===== config.mk =====
export PLATFORM = sky130hd
export DESIGN_NAME = huffman_bitstream_decoder_unit
export DESIGN_NICKNAME = d
export VERILOG_FILES = /design/src/hbd_pkg.sv /design/src/hbd_table.sv /design/src/hbd_out_stage.sv /design/src/huffman_bitstream_decoder_unit.sv
export SDC_FILE = /design/constraint.sdc
export NUM_CORES = 2
export LEC_CHECK = 0
export BUFFER_PORTS_ARGS = -buffer_cell sky130_fd_sc_hd__buf_2
export CELL_PAD_IN_SITES_DETAIL_PLACEMENT = 1
export CELL_PAD_IN_SITES_GLOBAL_PLACEMENT = 1
export CORE_ASPECT_RATIO = 1.75
export CORE_MARGIN = 10
export CORE_UTILIZATION = 58
export CTS_CLUSTER_SIZE = 25
export DETAILED_ROUTE_END_ITERATION = 10
export PLACE_DENSITY_LB_ADDON = 0.12
export SETUP_SLACK_MARGIN = 0.15
export SLEW_MARGIN = 20
export SYNTH_ARGS = -nofsm -noshare
export SYNTH_HDL_FRONTEND = slang
export SYNTH_SLANG_ARGS = --single-unit

===== constraint.sdc =====
create_clock -name clk -period 13.33 [get_ports clk]
set_input_delay 0.6665 -clock clk [delete_from_list [all_inputs] [get_ports clk]]
set_output_delay 0.6665 -clock clk [all_outputs]
set_load 0.005 [all_outputs]

===== src/hbd_pkg.sv =====
// ----------------------------------------------------------------------------
// hbd_pkg
// Shared types and fixed field widths of the prefix-code bitstream decoder.
// ----------------------------------------------------------------------------
package hbd_pkg;

  localparam int KIND_W  = 1;
  localparam int INDEX_W = 6;
  localparam int CODE_W  = 16;
  localparam int LEN_W   = 5;
  localparam int SYM_W   = 8;
  localparam int COUNT_W = 32;

  localparam logic [LEN_W-1:0] ERR_LEN_RESET = LEN_W'(16);

  typedef enum logic [KIND_W-1:0] {
    KIND_LOAD = 1'b0,
    KIND_BIT  = 1'b1
  } kind_t;

  // lookup answer from the code table
  typedef struct packed {
    logic             hit;
    logic [SYM_W-1:0] symbol;
  } match_t;

  // one result request
  typedef struct packed {
    logic               symbol_valid;
    logic [SYM_W-1:0]   symbol;
    logic               error_mark;
    logic [COUNT_W-1:0] decoded_count;
  } result_t;

endpackage


===== src/hbd_table.sv =====
// ----------------------------------------------------------------------------
// hbd_table
// Code table held in registers; every entry compares against the bit buffer
// in parallel and the lowest matching slot supplies its symbol.
// ----------------------------------------------------------------------------
module hbd_table #(
  parameter int TABLE_DEPTH   = 64,
  parameter int MAX_CODE_BITS = 16
) (
  input  logic                                     clk,
  input  logic                                     rst_n,
  input  logic                                     wr_en,
  input  logic [hbd_pkg::INDEX_W-1:0]              wr_index,
  input  logic [hbd_pkg::CODE_W-1:0]               wr_code,
  input  logic [hbd_pkg::LEN_W-1:0]                wr_length,
  input  logic [hbd_pkg::SYM_W-1:0]                wr_symbol,
  input  logic [MAX_CODE_BITS-1:0]                 look_buf,
  input  logic [$clog2(MAX_CODE_BITS+1)-1:0]       look_len,
  output hbd_pkg::match_t                          match
);
  import hbd_pkg::*;

  localparam int LW = $clog2(MAX_CODE_BITS + 1);
  localparam int CW = (LW > LEN_W) ? LW : LEN_W;

  logic [CODE_W-1:0]        code_r [TABLE_DEPTH];
  logic [LEN_W-1:0]         len_r  [TABLE_DEPTH];
  logic [SYM_W-1:0]         sym_r  [TABLE_DEPTH];
  logic [MAX_CODE_BITS-1:0] mask;
  logic [TABLE_DEPTH-1:0]   hit;
  logic [TABLE_DEPTH-1:0]   first;
  logic [SYM_W-1:0]         sym_sel;

  // lengths double as valid marks: zero means empty
  always_ff @(posedge clk) begin
    for (int i = 0; i < TABLE_DEPTH; i++) begin
      if (!rst_n) begin
        len_r[i] <= '0;
      end else if (wr_en && (32'(wr_index) == 32'(i))) begin
        len_r[i] <= wr_length;
      end
    end
  end

  always_ff @(posedge clk) begin
    for (int i = 0; i < TABLE_DEPTH; i++) begin
      if (wr_en && (32'(wr_index) == 32'(i))) begin
        code_r[i] <= wr_code;
        sym_r[i]  <= wr_symbol;
      end
    end
  end

  // one mask shared by all entries, since a hit needs equal lengths
  always_comb begin
    for (int b = 0; b < MAX_CODE_BITS; b++) begin
      mask[b] = (32'(b) < 32'(look_len));
    end
  end

  always_comb begin
    for (int i = 0; i < TABLE_DEPTH; i++) begin
      hit[i] = (len_r[i] != '0) && (CW'(len_r[i]) == CW'(look_len)) &&
               ((MAX_CODE_BITS'(code_r[i]) & mask) == (look_buf & mask));
    end
  end

  // isolate lowest set bit
  assign first = hit & (~hit + TABLE_DEPTH'(1));

  always_comb begin
    sym_sel = '0;
    for (int i = 0; i < TABLE_DEPTH; i++) begin
      sym_sel = sym_sel | (first[i] ? sym_r[i] : '0);
    end
  end

  assign match.hit    = |hit;
  assign match.symbol = sym_sel;

endmodule


===== src/hbd_out_stage.sv =====
// ----------------------------------------------------------------------------
// hbd_out_stage
// Result register with valid/stall handshake toward the consumer.
// ----------------------------------------------------------------------------
module hbd_out_stage (
  input  logic                            clk,
  input  logic                            rst_n,
  input  logic                            load,
  input  hbd_pkg::result_t                res,
  output logic                            adv,
  output logic                            out_valid,
  input  logic                            out_stall,
  output logic                            out_symbol_valid,
  output logic [hbd_pkg::SYM_W-1:0]       out_symbol,
  output logic                            out_error_mark,
  output logic [hbd_pkg::COUNT_W-1:0]     out_decoded_count
);
  import hbd_pkg::*;

  logic    valid_r;
  result_t res_r;

  // register is free when empty or being taken this cycle
  assign adv = !valid_r || !out_stall;

  always_ff @(posedge clk) begin
    if (!rst_n) begin
      valid_r <= 1'b0;
    end else if (adv) begin
      valid_r <= load;
    end
  end

  always_ff @(posedge clk) begin
    if (adv && load) begin
      res_r <= res;
    end
  end

  assign out_valid         = valid_r;
  assign out_symbol_valid  = res_r.symbol_valid;
  assign out_symbol        = res_r.symbol;
  assign out_error_mark    = res_r.error_mark;
  assign out_decoded_count = res_r.decoded_count;

endmodule


===== src/huffman_bitstream_decoder_unit.sv =====
// A request waits in the input register and its result in the result register.
// Throughput: one request per cycle unless out_stall holds a full result
// register; the buffer update (shift, table compare, clear) is combinational.
// Reset: table entries empty, bit buffer, buffer length and decoded count zero,
// error length 16; no clearing pass, the block takes requests right away.
// ----------------------------------------------------------------------------
// huffman_bitstream_decoder_unit
// Prefix-code bitstream decoder with a loadable code table and error limit.
// ----------------------------------------------------------------------------
module huffman_bitstream_decoder_unit #(
  parameter int TABLE_DEPTH   = 64,
  parameter int MAX_CODE_BITS = 16
) (
  input  logic                            clk,
  input  logic                            rst_n,
  input  logic                            cfg_we,
  input  logic [hbd_pkg::LEN_W-1:0]       cfg_wdata,
  input  logic                            in_valid,
  output logic                            in_stall,
  input  logic [hbd_pkg::KIND_W-1:0]      in_kind,
  input  logic [hbd_pkg::INDEX_W-1:0]     in_entry_index,
  input  logic [hbd_pkg::CODE_W-1:0]      in_entry_code,
  input  logic [hbd_pkg::LEN_W-1:0]       in_entry_length,
  input  logic [hbd_pkg::SYM_W-1:0]       in_entry_symbol,
  input  logic                            in_code_bit,
  output logic                            out_valid,
  input  logic                            out_stall,
  output logic                            out_symbol_valid,
  output logic [hbd_pkg::SYM_W-1:0]       out_symbol,
  output logic                            out_error_mark,
  output logic [hbd_pkg::COUNT_W-1:0]     out_decoded_count
);
  import hbd_pkg::*;

  localparam int LW = $clog2(MAX_CODE_BITS + 1);
  localparam int CW = (LW > LEN_W) ? LW : LEN_W;

  // input register
  logic               s1_valid_r;
  kind_t              s1_kind_r;
  logic [INDEX_W-1:0] s1_index_r;
  logic [CODE_W-1:0]  s1_code_r;
  logic [LEN_W-1:0]   s1_length_r;
  logic [SYM_W-1:0]   s1_symbol_r;
  logic               s1_bit_r;

  // decoder state
  logic [MAX_CODE_BITS-1:0] buf_r,     buf_nxt;
  logic [LW-1:0]            buf_len_r, buf_len_nxt;
  logic [COUNT_W-1:0]       cnt_r,     cnt_nxt;
  logic [LEN_W-1:0]         err_len_r;

  logic                     adv;
  logic                     fire;
  logic                     is_bit;
  logic                     in_range;
  logic                     tbl_we;
  logic [MAX_CODE_BITS-1:0] buf_shift;
  logic [LW-1:0]            len_inc;
  logic [CW-1:0]            limit;
  logic                     err_hit;
  logic                     res_load;
  match_t                   match;
  result_t                  res;

  assign in_stall = s1_valid_r && !adv;
  assign fire     = s1_valid_r && adv;
  assign is_bit   = (s1_kind_r == KIND_BIT);
  assign in_range = (32'(s1_index_r) < 32'(TABLE_DEPTH));
  assign tbl_we   = fire && !is_bit && in_range;

  always_ff @(posedge clk) begin
    if (!rst_n) begin
      s1_valid_r <= 1'b0;
    end else if (!in_stall) begin
      s1_valid_r <= in_valid;
    end
  end

  always_ff @(posedge clk) begin
    if (!in_stall && in_valid) begin
      s1_kind_r   <= kind_t'(in_kind);
      s1_index_r  <= in_entry_index;
      s1_code_r   <= in_entry_code;
      s1_length_r <= in_entry_length;
      s1_symbol_r <= in_entry_symbol;
      s1_bit_r    <= in_code_bit;
    end
  end

  always_ff @(posedge clk) begin
    if (!rst_n) begin
      err_len_r <= ERR_LEN_RESET;
    end else if (cfg_we) begin
      err_len_r <= cfg_wdata;
    end
  end

  assign buf_shift = {buf_r[MAX_CODE_BITS-2:0], s1_bit_r};
  assign len_inc   = buf_len_r + LW'(1);

  // zero or oversized limit falls back to the full buffer width
  assign limit = ((err_len_r == '0) || (CW'(err_len_r) > CW'(MAX_CODE_BITS))) ?
                 CW'(MAX_CODE_BITS) : CW'(err_len_r);

  hbd_table #(
    .TABLE_DEPTH   (TABLE_DEPTH),
    .MAX_CODE_BITS (MAX_CODE_BITS)
  ) u_table (
    .clk       (clk),
    .rst_n     (rst_n),
    .wr_en     (tbl_we),
    .wr_index  (s1_index_r),
    .wr_code   (s1_code_r),
    .wr_length (s1_length_r),
    .wr_symbol (s1_symbol_r),
    .look_buf  (buf_shift),
    .look_len  (len_inc),
    .match     (match)
  );

  assign err_hit = !match.hit && (CW'(len_inc) >= limit);

  always_comb begin
    buf_nxt     = buf_r;
    buf_len_nxt = buf_len_r;
    cnt_nxt     = cnt_r;
    if (fire && is_bit) begin
      if (match.hit) begin
        buf_nxt     = '0;
        buf_len_nxt = '0;
        cnt_nxt     = cnt_r + COUNT_W'(1);
      end else if (err_hit) begin
        buf_nxt     = '0;
        buf_len_nxt = '0;
      end else begin
        buf_nxt     = buf_shift;
        buf_len_nxt = len_inc;
      end
    end
  end

  always_ff @(posedge clk) begin
    if (!rst_n) begin
      buf_r     <= '0;
      buf_len_r <= '0;
      cnt_r     <= '0;
    end else begin
      buf_r     <= buf_nxt;
      buf_len_r <= buf_len_nxt;
      cnt_r     <= cnt_nxt;
    end
  end

  assign res_load          = fire && is_bit && (match.hit || err_hit);
  assign res.symbol_valid  = match.hit;
  assign res.symbol        = match.hit ? match.symbol : '0;
  assign res.error_mark    = !match.hit;
  assign res.decoded_count = cnt_nxt;

  hbd_out_stage u_out (
    .clk               (clk),
    .rst_n             (rst_n),
    .load              (res_load),
    .res               (res),
    .adv               (adv),
    .out_valid         (out_valid),
    .out_stall         (out_stall),
    .out_symbol_valid  (out_symbol_valid),
    .out_symbol        (out_symbol),
    .out_error_mark    (out_error_mark),
    .out_decoded_count (out_decoded_count)
  );

  a_one_kind: assert property (@(posedge clk) disable iff (!rst_n)
    out_valid |-> (out_symbol_valid ^ out_error_mark))
    else $error("result is neither exactly a symbol nor an error");

  a_len_bound: assert property (@(posedge clk) disable iff (!rst_n)
    CW'(buf_len_r) < CW'(MAX_CODE_BITS))
    else $error("bit buffer length reached the buffer width");

  a_count_step: assert property (@(posedge clk) disable iff (!rst_n)
    (fire && is_bit && match.hit) |=> (cnt_r == $past(cnt_r) + COUNT_W'(1)))
    else $error("decoded count did not advance on a symbol");

  a_stall_cause: assert property (@(posedge clk) disable iff (!rst_n)
    in_stall |-> (out_valid && out_stall))
    else $error("input stalled while the result register could move");

endmodule

==> impl_results.md <==
* Post-synth ARST share at 0%
* TritonCTS clock tree: built
* Setup TNS after final layout at 0 ns
* Final core occ at 64.61%
* Post-layout nets at 6,916
* CTS buffer count at 186
* Critical Path AT at 9.81 ns
* Initial antenna violation count at 24
* Top_reg_cell synth: edfxtp_1
* PostCTS Resize Cnt at 0
* Cells after Synth at 6,665
* Crit path from: buf_len_r[2]
* Vias in the first global route at 69,110
* Post-synth EDFFs at 1,935
* Root Driver: clkbuf_16
* Psw at 3024 uW
* Sw frac at 23.28%
* Status: finished, final reports clean
* Vias/cell at 7.453
* Clock-pin slew on the worst setup and hold paths at 0.07 ns
* CTS H-tree depth at 4
* Final hold vios at 0
* Antenna-violating nets left at 0
* IO Pins at 91
* Clk_lat worst skew at 0.87 ns
* Critical path endpoint: u_out.out_symbol[3]
* IO buf count at 90
* Max-cap viol count at 0
* Die area at 0.1735 sq mm
* Final instance count without filler cells at 9,060
* Critical Path RT at 13.88 ns
* Clock Sinks at 1,994
* CP Launch Type: flip-flop
* DP Wirelength at 241,100 um
* First-pass GRT wire length at 527,800 um
* FMAX at 108.0 MHz
* Hold crit path type: input pin to flip-flop
* Slew @ Worst Pin at 1.329 ns
* Syn avg cell area at 13.63 sq um
* Sequential area share after synthesis at 65.25%
* Number of setup violations in the final report at 0
* Critical R2R Launch: buf_len_r[2]
* CP Max Fanout at 32
* R2R Setup Slk at 4.07 ns
* CP Capture Type: flip-flop
* Tot GR Track Use at 43.32%
* Most frequent cells in the layout: 1,935 x edfxtp_1, 682 x xnor2_1, 536 x xor2_1, 334 x and2_1, 283 x buf_4
* 1st-iter DRT viols at 10,560
* DR WL/cell at 42.39 um
* Core box area at 0.1562 sq mm
* Crit share post-route at 69.45%
* R2r endpoint: u_out.out_symbol[3]
* Area grow syn2layout at 11.05%
* Sequential power share at 53.8%
* Placed Cells at 8,671
* Logic gate share of total power at 5.4%
* Global placer's final weighted congestion at 0.9779
* Slew HR at 11.21%
* RSZ-0062 raised after global routing: false
* Starting density of the core at 58.19%
* Top post-synthesis cells by area: edfxtp_1 64%, xnor2_1 6.6%, xor2_1 5.2%
* FF-to-FF path depth at 18
* Synth Cell Area at 0.09086 sq mm
* Longest Clk Path Bufs at 4
* Worst Clk Skew at 0.04611 ns
* Most common cell after layout, fill and taps aside: edfxtp_1
* Largest net degree at the start of global routing at 83
* Synthesized net count at 6,718
* DRC violations left at 0
* Die X at 319.2 um
* Pint at 9965 uW
* Share of the synthesized area in the top cell type at 63.95%
* Share of post-route cells with drive strength above 1 at 12.12%
* Clock power share at 40.8%
* DRT Pass-1 Iters at 9
* Drt total wl at 384,100 um
* P_leak at 0.03394 uW
* Rows at 192
* PD cells at 128.7 mW/mm^2
* Number of synthesized register bits at 1,994
* Yosys warnings at 0
* Slew Viols, Final at 0
* Minimum clock period at 9.257 ns
* Vias at 67,520
* Cell taking the most area after synthesis: edfxtp_1
* Peak VDD IR at 0.0001253 V
* Congestion Overflow GR at 0
* Die Height at 543.6 um
* Synth cell types at 122
* Crit path kind: flip-flop to flip-flop
-- cells in the mapped netlist (119+ instances only) --
cell type / number
xor2_1: 537
and2_1: 334
o21ai_0: 194
nor2_1: 295
edfxtp_1: 1935
nand3_1: 162
nand2_1: 249
nor3_1: 161
nor4_1: 119
a22oi_1: 126
o22ai_1: 127
buf_2: 175
clkbuf_1: 147
a21oi_1: 158
xnor2_1: 683
-- layout make-up --
| class | instances | area, sq um |
|---|---|---|
| antenna | 18 | 45.04 |
| multi-input combinational | 4167 | 29720 |
| clock buffer | 241 | 4965 |
| timing repair buffer | 419 | 3123 |
| fill | 14600 | 55250 |
| tap | 2037 | 2549 |
| sequential | 1994 | 59350 |
| inverter | 95 | 360.3 |
| clock inverter | 89 | 789.5 |
-- layer usage --
| metal | wire [um] | vias to the layer above | track usage, % |
|---|---|---|---|
| met4 | 41520 | 16 | 38.48 |
| met3 | 49410 | 2060 | 12.06 |
| met1 | 119500 | 33700 | 48.51 |
| li1 | - | 25580 | - |
| met2 | 173500 | 6165 | 67.72 |
| met5 | 105 | - | 0 |
-- through the flow --
| stage | setup WS [ns] | hold slack (ns) | total power [uW] | instance area (sq um) |
|---|---|---|---|---|
| final | 4.073 | 0.01013 | 12990 | 100900 |
| after global routing | 4.069 | 0.008755 | 13210 | 100900 |
| after CTS | 4.327 | 0.002573 | 12910 | 100700 |
| after detailed placement | 4.288 | 0.5119 | 7763 | 94640 |
| after global placement | 4.750 | 0.4794 | 7739 | 94620 |
| after floorplan | 7.470 | 0.4669 | 7416 | 90860 |
-- logic make-up (layout without fill, tap and decap cells) --
logic type	Yosys count	after routing	synth area share [%]
flops	1994	1994	65.25
fa+ha+maj	8	8	0.1060
compound gates	1171	1171	9.304
simple gates	1731	1731	10.50
mux	29	29	0.3291
buf+inv	504	844	2.552
other cells	0	18	0
xor+xnor	1228	1228	11.95
-- critical path: stages, from the launching register on --
cell      delay, ns
dfxtp_1        1.01
and3_1         0.85
xnor2_4        0.42
buf_4          0.40
buf_4          0.37
nor2_4         0.19
buf_4          0.56
o22ai_1        0.16
or4_1          0.72
nor4_1         0.86
or2_2          0.25
nor3_1         0.06
buf_4          0.22
a222oi_1       0.37
nand2_1        0.11
a221oi_1       0.96
o221ai_1       0.33
nor4_1         0.84
nand4_1        0.21
-- registers in the layout (all words and copies together), names as in the netlist, 6 cells and up --
register and count:
u_out.out_decoded_count 32, s1_symbol_r 8, cnt_r 32, s1_index_r 6, u_table.sym_r 512, u_out.out_symbol 8
s1_code_r 16, u_table.code_r 1024, u_table.len_r 320, buf_r 15
-- power groups by stage --
stage / registers (uW) / clock network (uW) / logic (uW)
after floorplan: 7130 / 0 / 287
after global placement: 7120 / 0 / 623
after detailed placement: 7120 / 0 / 642
after CTS: 6990 / 5260 / 656
after global routing: 6990 / 5520 / 698
final: 6990 / 5310 / 697
-- timing repair --
item                       CTS  global route
hold endpoints to repair    35             0
setup buffers                0             0
setup endpoints to repair    0             0
hold buffers                35             0
-- worst min-delay path by stage --
stage	startpoint	endpoint	slack, ns	cells after the start
after floorplan	err_len_r[0]	err_len_r[0]	0.47	2
after detailed placement	s1_symbol_r[0]	u_table.sym_r[0][248]	0.51	0
after global routing	in_kind	is_bit	0.009	1
after global placement	s1_symbol_r[0]	u_table.sym_r[0][248]	0.48	0
after CTS	in_entry_index[0]	s1_index_r[0]	0.003	1
final	in_kind	is_bit	0.01	1
(Power assumes the default switching activity.)
